==> src/rtl/core/tmq_pkg.sv <==
`timescale 1ns / 1ps

package tmq_pkg;

   // Field widths of the request and response words
   localparam int CMD_W  = 2;
   localparam int SLOT_W = 4;
   localparam int TIME_W = 64;

   // Default number of event slots
   localparam int EVENT_SLOTS_DEF = 16;

   // Slot range check is done at this width (covers up to 511 slots)
   localparam int SLOT_CMP_W = 9;

   // Events dispatched per tick at most
   localparam int RESULT_CAP = 16;
   localparam int CAP_W      = $clog2(RESULT_CAP + 1);

   // Commands
   localparam logic [CMD_W-1:0] CMD_ADD   = 2'd0;
   localparam logic [CMD_W-1:0] CMD_READD = 2'd1;
   localparam logic [CMD_W-1:0] CMD_TICK  = 2'd2;

   // Status codes
   localparam logic STATUS_OK      = 1'b0;
   localparam logic STATUS_REFUSED = 1'b1;

   // Write strobes from the sequencer to the storage
   typedef struct packed {
      logic ord_we;
      logic dl_we;
      logic ivl_we;
      logic q_set;
      logic q_clr;
   } tmq_wr_type;

   // One response word
   typedef struct packed {
      logic              status;
      logic              fired;
      logic [SLOT_W-1:0] fired_slot;
      logic              last;
   } tmq_word_type;

endpackage

==> src/rtl/core/tmq_chan_if.sv <==
`timescale 1ns / 1ps

interface tmq_req_if;
   logic                        valid;
   logic                        ready;
   logic [tmq_pkg::CMD_W-1:0]   command;
   logic [tmq_pkg::SLOT_W-1:0]  event_slot;
   logic [tmq_pkg::TIME_W-1:0]  timeout_us;
   logic [tmq_pkg::TIME_W-1:0]  now_us;

   modport source (output valid, output command, output event_slot, output timeout_us,
                   output now_us, input ready);
   modport sink   (input valid, input command, input event_slot, input timeout_us,
                   input now_us, output ready);
endinterface

interface tmq_rsp_if;
   logic                        valid;
   logic                        ready;
   logic                        status;
   logic                        fired;
   logic [tmq_pkg::SLOT_W-1:0]  fired_slot;
   logic                        last;

   modport source (output valid, output status, output fired, output fired_slot,
                   output last, input ready);
   modport sink   (input valid, input status, input fired, input fired_slot,
                   input last, output ready);
endinterface

==> src/rtl/core/tmq_alu.sv <==
`timescale 1ns / 1ps

module tmq_alu (
   input  logic                        use_now,
   input  logic [tmq_pkg::TIME_W-1:0]  now_val,
   input  logic [tmq_pkg::TIME_W-1:0]  new_deadline,
   input  logic [tmq_pkg::TIME_W-1:0]  timeout_val,
   input  logic [tmq_pkg::TIME_W-1:0]  stored_deadline,
   output logic [tmq_pkg::TIME_W-1:0]  sum,
   output logic                        lt
);

   logic [tmq_pkg::TIME_W-1:0] cmp_a;

   // Deadline of a new entry, wrapping modulo 2^64
   assign sum = now_val + timeout_val;

   // Shared compare: current time on a tick, new deadline on an insert
   assign cmp_a = use_now ? now_val : new_deadline;
   assign lt    = cmp_a < stored_deadline;

endmodule

==> src/rtl/core/tmq_store.sv <==
`timescale 1ns / 1ps

module tmq_store #(
   parameter  int EVENT_SLOTS = tmq_pkg::EVENT_SLOTS_DEF,
   localparam int SW          = $clog2(EVENT_SLOTS)
) (
   input  logic                        clock,
   input  logic                        reset,
   input  tmq_pkg::tmq_wr_type         wr,
   input  logic [SW-1:0]               tgt,
   input  logic [SW-1:0]               ord_raddr,
   input  logic [SW-1:0]               ord_waddr,
   input  logic [SW-1:0]               ord_wdata,
   input  logic [tmq_pkg::TIME_W-1:0]  dl_wdata,
   input  logic [tmq_pkg::TIME_W-1:0]  ivl_wdata,
   output logic [SW-1:0]               ord_q,
   output logic [tmq_pkg::TIME_W-1:0]  dl_q,
   output logic [tmq_pkg::TIME_W-1:0]  ivl_q,
   output logic                        queued_tgt
);

   logic [SW-1:0]               ord_mem [EVENT_SLOTS];
   logic [tmq_pkg::TIME_W-1:0]  dl_mem  [EVENT_SLOTS];
   logic [tmq_pkg::TIME_W-1:0]  ivl_mem [EVENT_SLOTS];

   logic [SW-1:0]               ord_rd_ff;
   logic [tmq_pkg::TIME_W-1:0]  dl_rd_ff;
   logic [tmq_pkg::TIME_W-1:0]  ivl_rd_ff;
   logic                        ivl_ok_ff;

   logic [EVENT_SLOTS-1:0]      queued_ff, queued_in;
   logic [EVENT_SLOTS-1:0]      ivl_vld_ff, ivl_vld_in;

   // Order list: one write, one registered read
   always_ff @(posedge clock) begin
      if (wr.ord_we) begin
         ord_mem[ord_waddr] <= ord_wdata;
      end
      ord_rd_ff <= ord_mem[ord_raddr];
   end

   // Deadlines: looked up by the slot just read from the order list
   always_ff @(posedge clock) begin
      if (wr.dl_we) begin
         dl_mem[tgt] <= dl_wdata;
      end
      dl_rd_ff <= dl_mem[ord_rd_ff];
   end

   // Intervals: read and written at the target slot
   always_ff @(posedge clock) begin
      if (wr.ivl_we) begin
         ivl_mem[tgt] <= ivl_wdata;
      end
      ivl_rd_ff <= ivl_mem[tgt];
      ivl_ok_ff <= ivl_vld_ff[tgt];
   end

   // Queued flags and interval valid bits
   always_comb begin
      queued_in  = queued_ff;
      ivl_vld_in = ivl_vld_ff;
      if (wr.q_set) begin
         queued_in[tgt] = 1'b1;
      end
      if (wr.q_clr) begin
         queued_in[tgt] = 1'b0;
      end
      if (wr.ivl_we) begin
         ivl_vld_in[tgt] = 1'b1;
      end
   end

   always_ff @(posedge clock) begin
      if (reset) begin
         queued_ff  <= '0;
         ivl_vld_ff <= '0;
      end else begin
         queued_ff  <= queued_in;
         ivl_vld_ff <= ivl_vld_in;
      end
   end

   assign ord_q      = ord_rd_ff;
   assign dl_q       = dl_rd_ff;
   assign ivl_q      = ivl_ok_ff ? ivl_rd_ff : '0;
   assign queued_tgt = queued_ff[tgt];

endmodule

==> src/rtl/core/tmq_seq.sv <==
`timescale 1ns / 1ps

module tmq_seq #(
   parameter  int EVENT_SLOTS = tmq_pkg::EVENT_SLOTS_DEF,
   localparam int SW          = $clog2(EVENT_SLOTS)
) (
   input  logic                        clock,
   input  logic                        reset,
   tmq_req_if.sink                     req_chan,
   output tmq_pkg::tmq_wr_type         wr,
   output logic [SW-1:0]               tgt,
   output logic [SW-1:0]               ord_raddr,
   output logic [SW-1:0]               ord_waddr,
   output logic [SW-1:0]               ord_wdata,
   output logic [tmq_pkg::TIME_W-1:0]  dl_wdata,
   output logic [tmq_pkg::TIME_W-1:0]  ivl_wdata,
   input  logic [SW-1:0]               ord_q,
   input  logic [tmq_pkg::TIME_W-1:0]  dl_q,
   input  logic [tmq_pkg::TIME_W-1:0]  ivl_q,
   input  logic                        queued_tgt,
   input  logic                        out_free,
   output logic                        out_load,
   output tmq_pkg::tmq_word_type       out_word
);

   localparam int LW   = $clog2(EVENT_SLOTS + 1);
   localparam int ST_W = 5;

   localparam logic [ST_W-1:0] S_IDLE     = 5'd0;
   localparam logic [ST_W-1:0] S_IVL_WAIT = 5'd1;
   localparam logic [ST_W-1:0] S_IVL_CHK  = 5'd2;
   localparam logic [ST_W-1:0] S_UL_START = 5'd3;
   localparam logic [ST_W-1:0] S_UL_RD    = 5'd4;
   localparam logic [ST_W-1:0] S_UL_DATA  = 5'd5;
   localparam logic [ST_W-1:0] S_UL_END   = 5'd6;
   localparam logic [ST_W-1:0] S_UL_NEXT  = 5'd7;
   localparam logic [ST_W-1:0] S_INS_SET  = 5'd8;
   localparam logic [ST_W-1:0] S_INS_RD   = 5'd9;
   localparam logic [ST_W-1:0] S_INS_DL   = 5'd10;
   localparam logic [ST_W-1:0] S_INS_CMP  = 5'd11;
   localparam logic [ST_W-1:0] S_INS_END  = 5'd12;
   localparam logic [ST_W-1:0] S_TK_RD    = 5'd13;
   localparam logic [ST_W-1:0] S_TK_HD    = 5'd14;
   localparam logic [ST_W-1:0] S_TK_CMP   = 5'd15;
   localparam logic [ST_W-1:0] S_EMIT     = 5'd16;

   logic [ST_W-1:0]                 state_ff, state_in;
   logic [ST_W-1:0]                 nxt_ff, nxt_in;
   logic [tmq_pkg::CMD_W-1:0]       cmd_ff, cmd_in;
   logic [SW-1:0]                   tgt_ff, tgt_in;
   logic [tmq_pkg::TIME_W-1:0]      timeout_ff, timeout_in;
   logic [tmq_pkg::TIME_W-1:0]      now_ff, now_in;
   logic [tmq_pkg::TIME_W-1:0]      dl_ff, dl_in;
   logic [LW-1:0]                   len_ff, len_in;
   logic [LW-1:0]                   idx_ff, idx_in;
   logic [LW-1:0]                   idx_dec;
   logic                            found_ff, found_in;
   logic                            refused_ff, refused_in;
   logic [SW-1:0]                   entry_ff, entry_in;
   logic [SW-1:0]                   head_ff, head_in;
   logic [tmq_pkg::CAP_W-1:0]       k_ff, k_in;
   logic                            pend_ff, pend_in;
   logic [SW-1:0]                   pend_slot_ff, pend_slot_in;
   tmq_pkg::tmq_word_type           obuf_ff, obuf_in;

   logic                            in_range;
   logic                            is_tick;
   logic [tmq_pkg::TIME_W-1:0]      sum;
   logic                            lt;

   assign is_tick  = (cmd_ff == tmq_pkg::CMD_TICK);
   assign idx_dec  = idx_ff - LW'(1);
   assign in_range = tmq_pkg::SLOT_CMP_W'(req_chan.event_slot)
                     < tmq_pkg::SLOT_CMP_W'(EVENT_SLOTS);

   // Shared adder and comparator
   tmq_alu u_alu (
      .use_now         (is_tick),
      .now_val         (now_ff),
      .new_deadline    (dl_ff),
      .timeout_val     (timeout_ff),
      .stored_deadline (dl_q),
      .sum             (sum),
      .lt              (lt)
   );

   assign tgt       = tgt_ff;
   assign dl_wdata  = sum;
   assign ivl_wdata = timeout_ff;
   assign out_word  = obuf_ff;
   assign req_chan.ready = (state_ff == S_IDLE);

   // Sequencer
   always_comb begin
      state_in     = state_ff;
      nxt_in       = nxt_ff;
      cmd_in       = cmd_ff;
      tgt_in       = tgt_ff;
      timeout_in   = timeout_ff;
      now_in       = now_ff;
      dl_in        = dl_ff;
      len_in       = len_ff;
      idx_in       = idx_ff;
      found_in     = found_ff;
      refused_in   = refused_ff;
      entry_in     = entry_ff;
      head_in      = head_ff;
      k_in         = k_ff;
      pend_in      = pend_ff;
      pend_slot_in = pend_slot_ff;
      obuf_in      = obuf_ff;
      wr           = '0;
      ord_raddr    = '0;
      ord_waddr    = '0;
      ord_wdata    = '0;
      out_load     = 1'b0;

      case (state_ff)
         S_IDLE: begin
            // Take a new word and pick the command path
            if (req_chan.valid) begin
               cmd_in             = req_chan.command;
               tgt_in             = SW'(req_chan.event_slot);
               timeout_in         = req_chan.timeout_us;
               now_in             = req_chan.now_us;
               refused_in         = 1'b0;
               k_in               = '0;
               pend_in            = 1'b0;
               obuf_in.status     = tmq_pkg::STATUS_OK;
               obuf_in.fired      = 1'b0;
               obuf_in.fired_slot = '0;
               obuf_in.last       = 1'b1;
               nxt_in             = S_IDLE;
               state_in           = S_EMIT;
               case (req_chan.command)
                  tmq_pkg::CMD_ADD: begin
                     if (in_range) begin
                        state_in = S_UL_START;
                     end
                  end
                  tmq_pkg::CMD_READD: begin
                     if (in_range) begin
                        state_in = (req_chan.timeout_us == '0) ? S_IVL_WAIT : S_UL_START;
                     end
                  end
                  tmq_pkg::CMD_TICK: begin
                     state_in = S_TK_RD;
                  end
                  default: begin
                     state_in = S_EMIT;
                  end
               endcase
            end
         end

         S_IVL_WAIT: begin
            state_in = S_IVL_CHK;
         end

         S_IVL_CHK: begin
            // Reuse the stored interval, refuse if there is none
            if (ivl_q == '0) begin
               refused_in = 1'b1;
            end else begin
               timeout_in = ivl_q;
            end
            state_in = S_UL_START;
         end

         S_UL_START: begin
            idx_in   = '0;
            found_in = 1'b0;
            state_in = queued_tgt ? S_UL_RD : S_UL_NEXT;
         end

         S_UL_RD: begin
            ord_raddr = idx_ff[SW-1:0];
            state_in  = S_UL_DATA;
         end

         S_UL_DATA: begin
            // Close the gap left by the target
            if (found_ff) begin
               wr.ord_we = 1'b1;
               ord_waddr = idx_dec[SW-1:0];
               ord_wdata = ord_q;
            end
            found_in = found_ff | (ord_q == tgt_ff);
            if (idx_ff + LW'(1) == len_ff) begin
               state_in = S_UL_END;
            end else begin
               idx_in   = idx_ff + LW'(1);
               state_in = S_UL_RD;
            end
         end

         S_UL_END: begin
            len_in   = len_ff - LW'(1);
            wr.q_clr = 1'b1;
            state_in = S_UL_NEXT;
         end

         S_UL_NEXT: begin
            if (is_tick) begin
               pend_in      = 1'b1;
               pend_slot_in = tgt_ff;
               k_in         = k_ff + tmq_pkg::CAP_W'(1);
               state_in     = S_TK_RD;
            end else if (refused_ff) begin
               obuf_in.status = tmq_pkg::STATUS_REFUSED;
               nxt_in         = S_IDLE;
               state_in       = S_EMIT;
            end else begin
               state_in = S_INS_SET;
            end
         end

         S_INS_SET: begin
            // Store interval and deadline, start the walk from the tail
            wr.dl_we  = 1'b1;
            wr.ivl_we = 1'b1;
            dl_in     = sum;
            idx_in    = len_ff;
            state_in  = S_INS_RD;
         end

         S_INS_RD: begin
            if (idx_ff == '0) begin
               wr.ord_we = 1'b1;
               ord_waddr = '0;
               ord_wdata = tgt_ff;
               state_in  = S_INS_END;
            end else begin
               ord_raddr = idx_dec[SW-1:0];
               state_in  = S_INS_DL;
            end
         end

         S_INS_DL: begin
            entry_in = ord_q;
            state_in = S_INS_CMP;
         end

         S_INS_CMP: begin
            // Shift a later entry up, or drop the target in place
            wr.ord_we = 1'b1;
            ord_waddr = idx_ff[SW-1:0];
            if (lt) begin
               ord_wdata = entry_ff;
               idx_in    = idx_dec;
               state_in  = S_INS_RD;
            end else begin
               ord_wdata = tgt_ff;
               state_in  = S_INS_END;
            end
         end

         S_INS_END: begin
            len_in   = len_ff + LW'(1);
            wr.q_set = 1'b1;
            nxt_in   = S_IDLE;
            state_in = S_EMIT;
         end

         S_TK_RD: begin
            if (len_ff == '0 || k_ff == tmq_pkg::CAP_W'(tmq_pkg::RESULT_CAP)) begin
               obuf_in.fired      = pend_ff;
               obuf_in.fired_slot = pend_ff ? tmq_pkg::SLOT_W'(pend_slot_ff) : '0;
               obuf_in.last       = 1'b1;
               nxt_in             = S_IDLE;
               state_in           = S_EMIT;
            end else begin
               ord_raddr = '0;
               state_in  = S_TK_HD;
            end
         end

         S_TK_HD: begin
            head_in  = ord_q;
            state_in = S_TK_CMP;
         end

         S_TK_CMP: begin
            if (lt) begin
               // Head not yet due: close the tick
               obuf_in.fired      = pend_ff;
               obuf_in.fired_slot = pend_ff ? tmq_pkg::SLOT_W'(pend_slot_ff) : '0;
               obuf_in.last       = 1'b1;
               nxt_in             = S_IDLE;
               state_in           = S_EMIT;
            end else begin
               // Head expired: flush the earlier one, then unlink this one
               tgt_in = head_ff;
               if (pend_ff) begin
                  obuf_in.fired      = 1'b1;
                  obuf_in.fired_slot = tmq_pkg::SLOT_W'(pend_slot_ff);
                  obuf_in.last       = 1'b0;
                  nxt_in             = S_UL_START;
                  state_in           = S_EMIT;
               end else begin
                  state_in = S_UL_START;
               end
            end
         end

         S_EMIT: begin
            if (out_free) begin
               out_load = 1'b1;
               state_in = nxt_ff;
            end
         end

         default: begin
            state_in = S_IDLE;
         end
      endcase
   end

   // Control state
   always_ff @(posedge clock) begin
      if (reset) begin
         state_ff <= S_IDLE;
         len_ff   <= '0;
         k_ff     <= '0;
         pend_ff  <= 1'b0;
      end else begin
         state_ff <= state_in;
         len_ff   <= len_in;
         k_ff     <= k_in;
         pend_ff  <= pend_in;
      end
   end

   // Working registers
   always_ff @(posedge clock) begin
      nxt_ff       <= nxt_in;
      cmd_ff       <= cmd_in;
      tgt_ff       <= tgt_in;
      timeout_ff   <= timeout_in;
      now_ff       <= now_in;
      dl_ff        <= dl_in;
      idx_ff       <= idx_in;
      found_ff     <= found_in;
      refused_ff   <= refused_in;
      entry_ff     <= entry_in;
      head_ff      <= head_in;
      pend_slot_ff <= pend_slot_in;
      obuf_ff      <= obuf_in;
   end

   a_len_bound : assert property (@(posedge clock) disable iff (reset)
      len_ff <= LW'(EVENT_SLOTS))
      else $error("queue length above slot count");

   a_cap_bound : assert property (@(posedge clock) disable iff (reset)
      k_ff <= tmq_pkg::CAP_W'(tmq_pkg::RESULT_CAP))
      else $error("tick dispatch count above cap");

   a_unlink_len : assert property (@(posedge clock) disable iff (reset)
      (state_ff == S_UL_END) |=> (len_ff == $past(len_ff) - LW'(1)))
      else $error("unlink did not shorten the queue");

   a_insert_room : assert property (@(posedge clock) disable iff (reset)
      (state_ff == S_INS_END) |-> (len_ff < LW'(EVENT_SLOTS)))
      else $error("insert into a full queue");

   a_mid_word_tick : assert property (@(posedge clock) disable iff (reset)
      (out_load && !out_word.last) |-> (is_tick && out_word.fired))
      else $error("non-final word outside a tick dispatch");

endmodule

==> src/rtl/core/timer_event_queue.sv <==
`timescale 1ns / 1ps
// Add / re-add: unlink the slot first if it was queued (the unlink walks the whole list),
// then insert from the tail, shifting later entries up; a zero re-add reuses the interval.
// Tick: check the head against the current time and unlink each expired head, with a word
// per dispatched event and a last word; the single-port order list walk sets the pace.
// One word in flight at a time; the response register lets the next word in early.
// Synchronous reset empties the queue and clears queued and interval-valid flags at once.

module timer_event_queue #(
   parameter int EVENT_SLOTS = tmq_pkg::EVENT_SLOTS_DEF
) (
   input  logic        clock,
   input  logic        reset,
   tmq_req_if.sink     req_chan,
   tmq_rsp_if.source   rsp_chan
);

   localparam int SW = $clog2(EVENT_SLOTS);

   tmq_pkg::tmq_wr_type         wr;
   logic [SW-1:0]               tgt;
   logic [SW-1:0]               ord_raddr;
   logic [SW-1:0]               ord_waddr;
   logic [SW-1:0]               ord_wdata;
   logic [tmq_pkg::TIME_W-1:0]  dl_wdata;
   logic [tmq_pkg::TIME_W-1:0]  ivl_wdata;
   logic [SW-1:0]               ord_q;
   logic [tmq_pkg::TIME_W-1:0]  dl_q;
   logic [tmq_pkg::TIME_W-1:0]  ivl_q;
   logic                        queued_tgt;
   logic                        out_free;
   logic                        out_load;
   tmq_pkg::tmq_word_type       out_word;

   logic                        rsp_valid_ff, rsp_valid_in;
   tmq_pkg::tmq_word_type       rsp_word_ff, rsp_word_in;

   tmq_seq #(
      .EVENT_SLOTS (EVENT_SLOTS)
   ) u_seq (
      .clock      (clock),
      .reset      (reset),
      .req_chan   (req_chan),
      .wr         (wr),
      .tgt        (tgt),
      .ord_raddr  (ord_raddr),
      .ord_waddr  (ord_waddr),
      .ord_wdata  (ord_wdata),
      .dl_wdata   (dl_wdata),
      .ivl_wdata  (ivl_wdata),
      .ord_q      (ord_q),
      .dl_q       (dl_q),
      .ivl_q      (ivl_q),
      .queued_tgt (queued_tgt),
      .out_free   (out_free),
      .out_load   (out_load),
      .out_word   (out_word)
   );

   tmq_store #(
      .EVENT_SLOTS (EVENT_SLOTS)
   ) u_store (
      .clock      (clock),
      .reset      (reset),
      .wr         (wr),
      .tgt        (tgt),
      .ord_raddr  (ord_raddr),
      .ord_waddr  (ord_waddr),
      .ord_wdata  (ord_wdata),
      .dl_wdata   (dl_wdata),
      .ivl_wdata  (ivl_wdata),
      .ord_q      (ord_q),
      .dl_q       (dl_q),
      .ivl_q      (ivl_q),
      .queued_tgt (queued_tgt)
   );

   // Response register: load a new word once the held one is taken
   assign out_free = !rsp_valid_ff || rsp_chan.ready;

   always_comb begin
      rsp_valid_in = rsp_valid_ff;
      rsp_word_in  = rsp_word_ff;
      if (out_load) begin
         rsp_valid_in = 1'b1;
         rsp_word_in  = out_word;
      end else if (rsp_chan.ready) begin
         rsp_valid_in = 1'b0;
      end
   end

   always_ff @(posedge clock) begin
      if (reset) begin
         rsp_valid_ff <= 1'b0;
      end else begin
         rsp_valid_ff <= rsp_valid_in;
      end
   end

   always_ff @(posedge clock) begin
      rsp_word_ff <= rsp_word_in;
   end

   assign rsp_chan.valid      = rsp_valid_ff;
   assign rsp_chan.status     = rsp_word_ff.status;
   assign rsp_chan.fired      = rsp_word_ff.fired;
   assign rsp_chan.fired_slot = rsp_word_ff.fired_slot;
   assign rsp_chan.last       = rsp_word_ff.last;

endmodule
==> src/flat_wrapper.sv <==
// flat-port wrapper written by rule: the top's interface ports become plain ports
module timer_event_queue_flat 
#(
   parameter int EVENT_SLOTS = tmq_pkg::EVENT_SLOTS_DEF
)
  (clock, reset, req_chan_valid, req_chan_command, req_chan_event_slot, req_chan_timeout_us, req_chan_now_us, req_chan_ready, rsp_chan_valid, rsp_chan_status, rsp_chan_fired, rsp_chan_fired_slot, rsp_chan_last, rsp_chan_ready);
  tmq_req_if req_chan_i ();
  tmq_rsp_if rsp_chan_i ();
  input  logic clock;
  input  logic reset;
  input wire logic [$bits(req_chan_i.valid)-1:0] req_chan_valid;
  input wire logic [$bits(req_chan_i.command)-1:0] req_chan_command;
  input wire logic [$bits(req_chan_i.event_slot)-1:0] req_chan_event_slot;
  input wire logic [$bits(req_chan_i.timeout_us)-1:0] req_chan_timeout_us;
  input wire logic [$bits(req_chan_i.now_us)-1:0] req_chan_now_us;
  output wire logic [$bits(req_chan_i.ready)-1:0] req_chan_ready;
  output wire logic [$bits(rsp_chan_i.valid)-1:0] rsp_chan_valid;
  output wire logic [$bits(rsp_chan_i.status)-1:0] rsp_chan_status;
  output wire logic [$bits(rsp_chan_i.fired)-1:0] rsp_chan_fired;
  output wire logic [$bits(rsp_chan_i.fired_slot)-1:0] rsp_chan_fired_slot;
  output wire logic [$bits(rsp_chan_i.last)-1:0] rsp_chan_last;
  input wire logic [$bits(rsp_chan_i.ready)-1:0] rsp_chan_ready;
  assign req_chan_i.valid = req_chan_valid;
  assign req_chan_i.command = req_chan_command;
  assign req_chan_i.event_slot = req_chan_event_slot;
  assign req_chan_i.timeout_us = req_chan_timeout_us;
  assign req_chan_i.now_us = req_chan_now_us;
  assign req_chan_ready = req_chan_i.ready;
  assign rsp_chan_valid = rsp_chan_i.valid;
  assign rsp_chan_status = rsp_chan_i.status;
  assign rsp_chan_fired = rsp_chan_i.fired;
  assign rsp_chan_fired_slot = rsp_chan_i.fired_slot;
  assign rsp_chan_last = rsp_chan_i.last;
  assign rsp_chan_i.ready = rsp_chan_ready;
  timer_event_queue #(.EVENT_SLOTS(EVENT_SLOTS)) u_core (.clock(clock), .reset(reset), .req_chan(req_chan_i), .rsp_chan(rsp_chan_i));
endmodule
==> config.mk <==
export PLATFORM = sky130hd
export DESIGN_NAME = timer_event_queue_flat
export DESIGN_NICKNAME = d
export VERILOG_FILES = /design/src/rtl/core/tmq_pkg.sv /design/src/rtl/core/tmq_chan_if.sv /design/src/rtl/core/tmq_alu.sv /design/src/rtl/core/tmq_store.sv /design/src/rtl/core/tmq_seq.sv /design/src/rtl/core/timer_event_queue.sv /design/src/flat_wrapper.sv
export SDC_FILE = /design/constraint.sdc
export NUM_CORES = 2
export LEC_CHECK = 0
export BUFFER_PORTS_ARGS = -buffer_cell sky130_fd_sc_hd__buf_2
export CORE_MARGIN = 1.5
export CORE_UTILIZATION = 25
export DETAILED_ROUTE_END_ITERATION = 8
export GPL_TIMING_DRIVEN = 0
export PLACE_DENSITY = 0.47
export SKIP_CTS_REPAIR_TIMING = 1
export SLEW_MARGIN = 20
export SYNTH_ARGS = -nofsm -noshare
export SYNTH_HDL_FRONTEND = slang
export SYNTH_SLANG_ARGS = --single-unit
export TNS_END_PERCENT = 30
==> constraint.sdc <==
create_clock -name clock -period 21.3 [get_ports clock]
set_input_delay 2.13 -clock clock [delete_from_list [all_inputs] [get_ports clock]]
set_output_delay 2.13 -clock clock [all_outputs]
set_load 0.05 [all_outputs]
==> impl_metrics.sql <==
INSERT INTO impl_metrics (metric_group, metric, value, unit) VALUES
('power_and_ir_drop', 'pwr_density_cell', '151.3', 'nW/um2'),
('floorplanning', 'die_area', '400100', 'um2'),
('cts', 'clk-insertion-delay-late', '910', 'ps'),
('cts', 'clock_sink_count', '2526', ''),
('cts', 'tritoncts', 'yes', ''),
('placement', 'post-dp-hpwl', '211.0', 'mm'),
('drt', 'drt_iter0_markers', '4570', ''),
('drt', 'dr.pass1.iters', '5', ''),
('floorplanning', 'floorplan.initialDensity', '0.2518', ''),
('yosys', 'ys_seq_area_frac', '0.7472', ''),
('timing', 'final-hold-violation-count', '0', ''),
('cts', 'cts.reportedPaths.clkPinSlew', '60', 'ps'),
('drt', 'drt_wl_total', '299.5', 'mm'),
('yosys', 'post_synth_num_cell_types', '75', ''),
('cells_and_area', 'final_layout_size_suffix_gt1_frac', '0.2978', ''),
('timing', 'timing.clock.skew', '47.88', 'ps'),
('worst_setup_path', 'crit_path_end_kind', 'register', ''),
('cts', 'ctsRootBufferMaster', 'clkbuf_16', ''),
('power_and_ir_drop', 'power', '18.06', 'mW'),
('worst_setup_path', 'critical_path_arrival', '7610', 'ps'),
('worst_setup_path', 'critPathKind', 'reg2reg', ''),
('outcome', 'result_of_the_run', 'completed', ''),
('worst_setup_path', 'critical_path.top_delay_family', 'compound AO/OA/AOI/OAI gates', ''),
('timing', 'final-max-slew-violation-count', '0', ''),
('grt', 'grt_max_degree', '55', ''),
('placement', 'dp.cells', '10530', ''),
('drt', 'antenna_left', '0', ''),
('placement', 'port-buffer-count', '145', ''),
('grt', 'busiest_layer', 'met2', ''),
('worst_setup_path', 'path_cells', 'nand2b_1 > buf_2 > clkbuf_2 > buf_12 > clkbuf_1 > mux2_2 > ha_1 > nand4_1 > nor3_1 > nor4bb_1 > nand3_1 > a311oi_1 > o21ai_0 > and3_1 > buf_2 > a21boi_1 > a221o_1', ''),
('cells_and_area', 'layout-area-overhead-vs-synth', '20.49', '%'),
('grt', 'grt_use_total', '0.1469', ''),
('grt', 'globalRouteOverflowTotal', '0', ''),
('yosys', 'synth-warning-count', '0', ''),
('timing', 'setup_repair_after_global_routing_missed_its_margin', 'no', ''),
('power_and_ir_drop', 'leakage', '38.64', 'nW'),
('floorplanning', 'pin_count', '147', ''),
('worst_setup_path', 'path_common_cell', 'buf_2', ''),
('grt', 'first_global_vias', '53900', ''),
('drt', 'viasPerCell', '4.626', ''),
('placement', 'place_congestion', '0.8713', ''),
('yosys', 'synth_enable_flop_cells', '2344', ''),
('grt', 'global_route.usage.met1', '0.1748', ''),
('worst_setup_path', 'data_required_time_of_the_critical_path', '21890', 'ps'),
('cts', 'clockBufferDepth', '4', ''),
('worst_setup_path', 'critical_path_peak_fanout', '16', ''),
('drt', 'post-route-drc-count', '0', ''),
('min_path', 'hold_path_class', 'reg2reg', ''),
('floorplanning', 'core.rowCount', '230', ''),
('timing', 'worst_slew_pin_tran', '1248', 'ps'),
('timing', 'worst_slew_margin_rel', '0.1683', ''),
('worst_setup_path', 'worst_setup_path_start_kind', 'register', ''),
('yosys', 'synthArstFlopShare', '0', ''),
('drt', 'dr_total_vias', '51210', ''),
('yosys', 'synth_fp_nets', '5164', ''),
('timing', 'fin_crit_sh', '0.3299', ''),
('grt', 'grt_pass1_wl', '415.4', 'mm'),
('floorplanning', 'floorplan.die.width', '632.5', 'um'),
('yosys', 'yosys_register_bits', '2526', ''),
('grt', 'initial_antenna_violation_count', '46', ''),
('floorplanning', 'die-height', '632.5', 'um'),
('worst_setup_path', 'reg2reg_from', 'u_core.u_seq.cmd_ff[1]$_DFFE_PP_', ''),
('cells_and_area', 'nets', '5870', ''),
('floorplanning', 'core', '393400', 'um2'),
('grt', 'grt.met3_usage', '0.01825', ''),
('yosys', 'postSynthCellCount', '4891', ''),
('worst_setup_path', 'max_stage_delay', '870', 'ps'),
('min_path', 'holdCritStartpoint', 'u_core.u_seq.out_word[0]$_DFFE_PP_', ''),
('worst_setup_path', 'worstSetupStartpoint', 'u_core.u_seq.cmd_ff[1]$_DFFE_PP_', ''),
('drt', 'route.detailed.wl_per_inst', '27.06', 'um'),
('timing', 'setup_viol', '0', '');
## power by group
part / switching, mW / internal (mW) / total, mW
combinational: 3.33 / 1.88 / 5.21
sequential: 0.647 / 7.27 / 7.92
clock: 2.02 / 2.92 / 4.93
total: 5.99 / 12.1 / 18.1
## cell type report
class | instances | area (um2)
Timing Repair Buffer | 423 | 3680
Clock inverter | 139 | 1559
Fill cell | 38120 | 274000
Inverter | 107 | 411.6
Antenna cell | 18 | 45.04
Clock buffer | 379 | 7791
Sequential cell | 2526 | 74030
Tap cell | 5220 | 6531
Buffer | 230 | 962.2
Multi-Input combinational cell | 2028 | 24360
## sequential cells by signal (all words and copies together) (netlist names), 16 cells and up
register and flops:
u_core.u_seq.dl_ff 64, u_core.u_store.ivl_vld_ff 16, u_core.u_store.ivl_rd_ff 64, u_core.u_store.queued_ff 16, u_core.u_store.ivl_mem 1024, u_core.u_seq.now_ff 64
u_core.u_store.ord_mem 64, u_core.u_seq.ivl_wdata 64, u_core.u_store.dl_q 64, u_core.u_store.dl_mem 1024
## routing by layer
metal | up-vias | wire length, um
li1 | 21650 | -
met1 | 27560 | 115400
met2 | 1563 | 158000
met3 | 429 | 14780
met4 | 12 | 11250
met5 | - | 63
## cells by family (layout without fill, tap and decap cells)
| family | Yosys count | in the layout | synth area share |
|---|---|---|---|
| compound gates | 425 | 425 | 0.02869 |
| fa+ha+maj | 135 | 135 | 0.01720 |
| flops | 2526 | 2526 | 0.7472 |
| simple gates | 665 | 665 | 0.03099 |
| buf+inv | 337 | 1278 | 0.01286 |
| xor+xnor | 83 | 83 | 0.007338 |
| mux | 720 | 720 | 0.1557 |
| other cells | 0 | 18 | 0 |
## stage by stage
stage | worst slack, ps | TNS, ps | cell area, um2 | hold WS, ps | utilization
global placement | -7044 | -7316900 | 106300 | 408.4 | 0.2703
detailed placement | 14100 | 0 | 109600 | 404.5 | 0.2787
CTS | 14080 | 0 | 119000 | 417.6 | 0.3025
finish | 14270 | 0 | 119400 | 416.0 | 0.3034
global route | 14150 | 0 | 119300 | 425.6 | 0.3034
floorplan | 10300 | 0 | 99070 | 400.3 | -
## synthesized netlist by cell type, types with 12 or more instances
master | count | area share
nand2b_1 | 16 | 0.0010
a211oi_1 | 51 | 0.0039
xor2_1 | 27 | 0.0024
nor3_1 | 40 | 0.0020
and3_1 | 17 | 0.0011
nand2_1 | 255 | 0.0097
dfxtp_1 | 182 | 0.037
o21bai_1 | 16 | 0.0012
inv_1 | 106 | 0.0040
o21a_1 | 12 | 0.00091
xnor2_1 | 56 | 0.0050
mux2_2 | 66 | 0.0075
buf_1 | 62 | 0.0023
and2_1 | 27 | 0.0017
mux4_2 | 650 | 0.15
a21o_1 | 50 | 0.0038
a21oi_1 | 121 | 0.0061
ha_1 | 133 | 0.017
nor4_1 | 41 | 0.0026
clkbuf_1 | 161 | 0.0061
o21ai_1 | 14 | 0.00071
nor2_1 | 127 | 0.0048
edfxtp_1 | 2344 | 0.71
o21ai_0 | 46 | 0.0023
nand4_1 | 27 | 0.0017
a31oi_1 | 19 | 0.0012
nand3_1 | 89 | 0.0045
a311oi_1 | 14 | 0.0012
## layout by cell type, fill, tap and decap left out, types with 127 or more instances in the layout
cell / count
clkbuf_1: 204
buf_4: 191
dfxtp_1: 182
buf_2: 188
nor2_1: 127
ha_1: 133
mux4_2: 650
clkbuf_16: 290
edfxtp_1: 2344
nand2_1: 255
## final timing paths
check	to	cells past startpoint	slack, ps
worst max-delay path	u_core.u_store.ord_mem[13][2]$_DFFE_PP_	17	14270
worst min-delay path	u_core.rsp_chan.last$_DFFE_PP_	0	420
worst max register to register	u_core.u_store.ord_mem[13][2]$_DFFE_PP_	17	14270
worst min register to register	u_core.rsp_chan.last$_DFFE_PP_	0	420
Note: power is estimated with default switching activity, not from simulation.
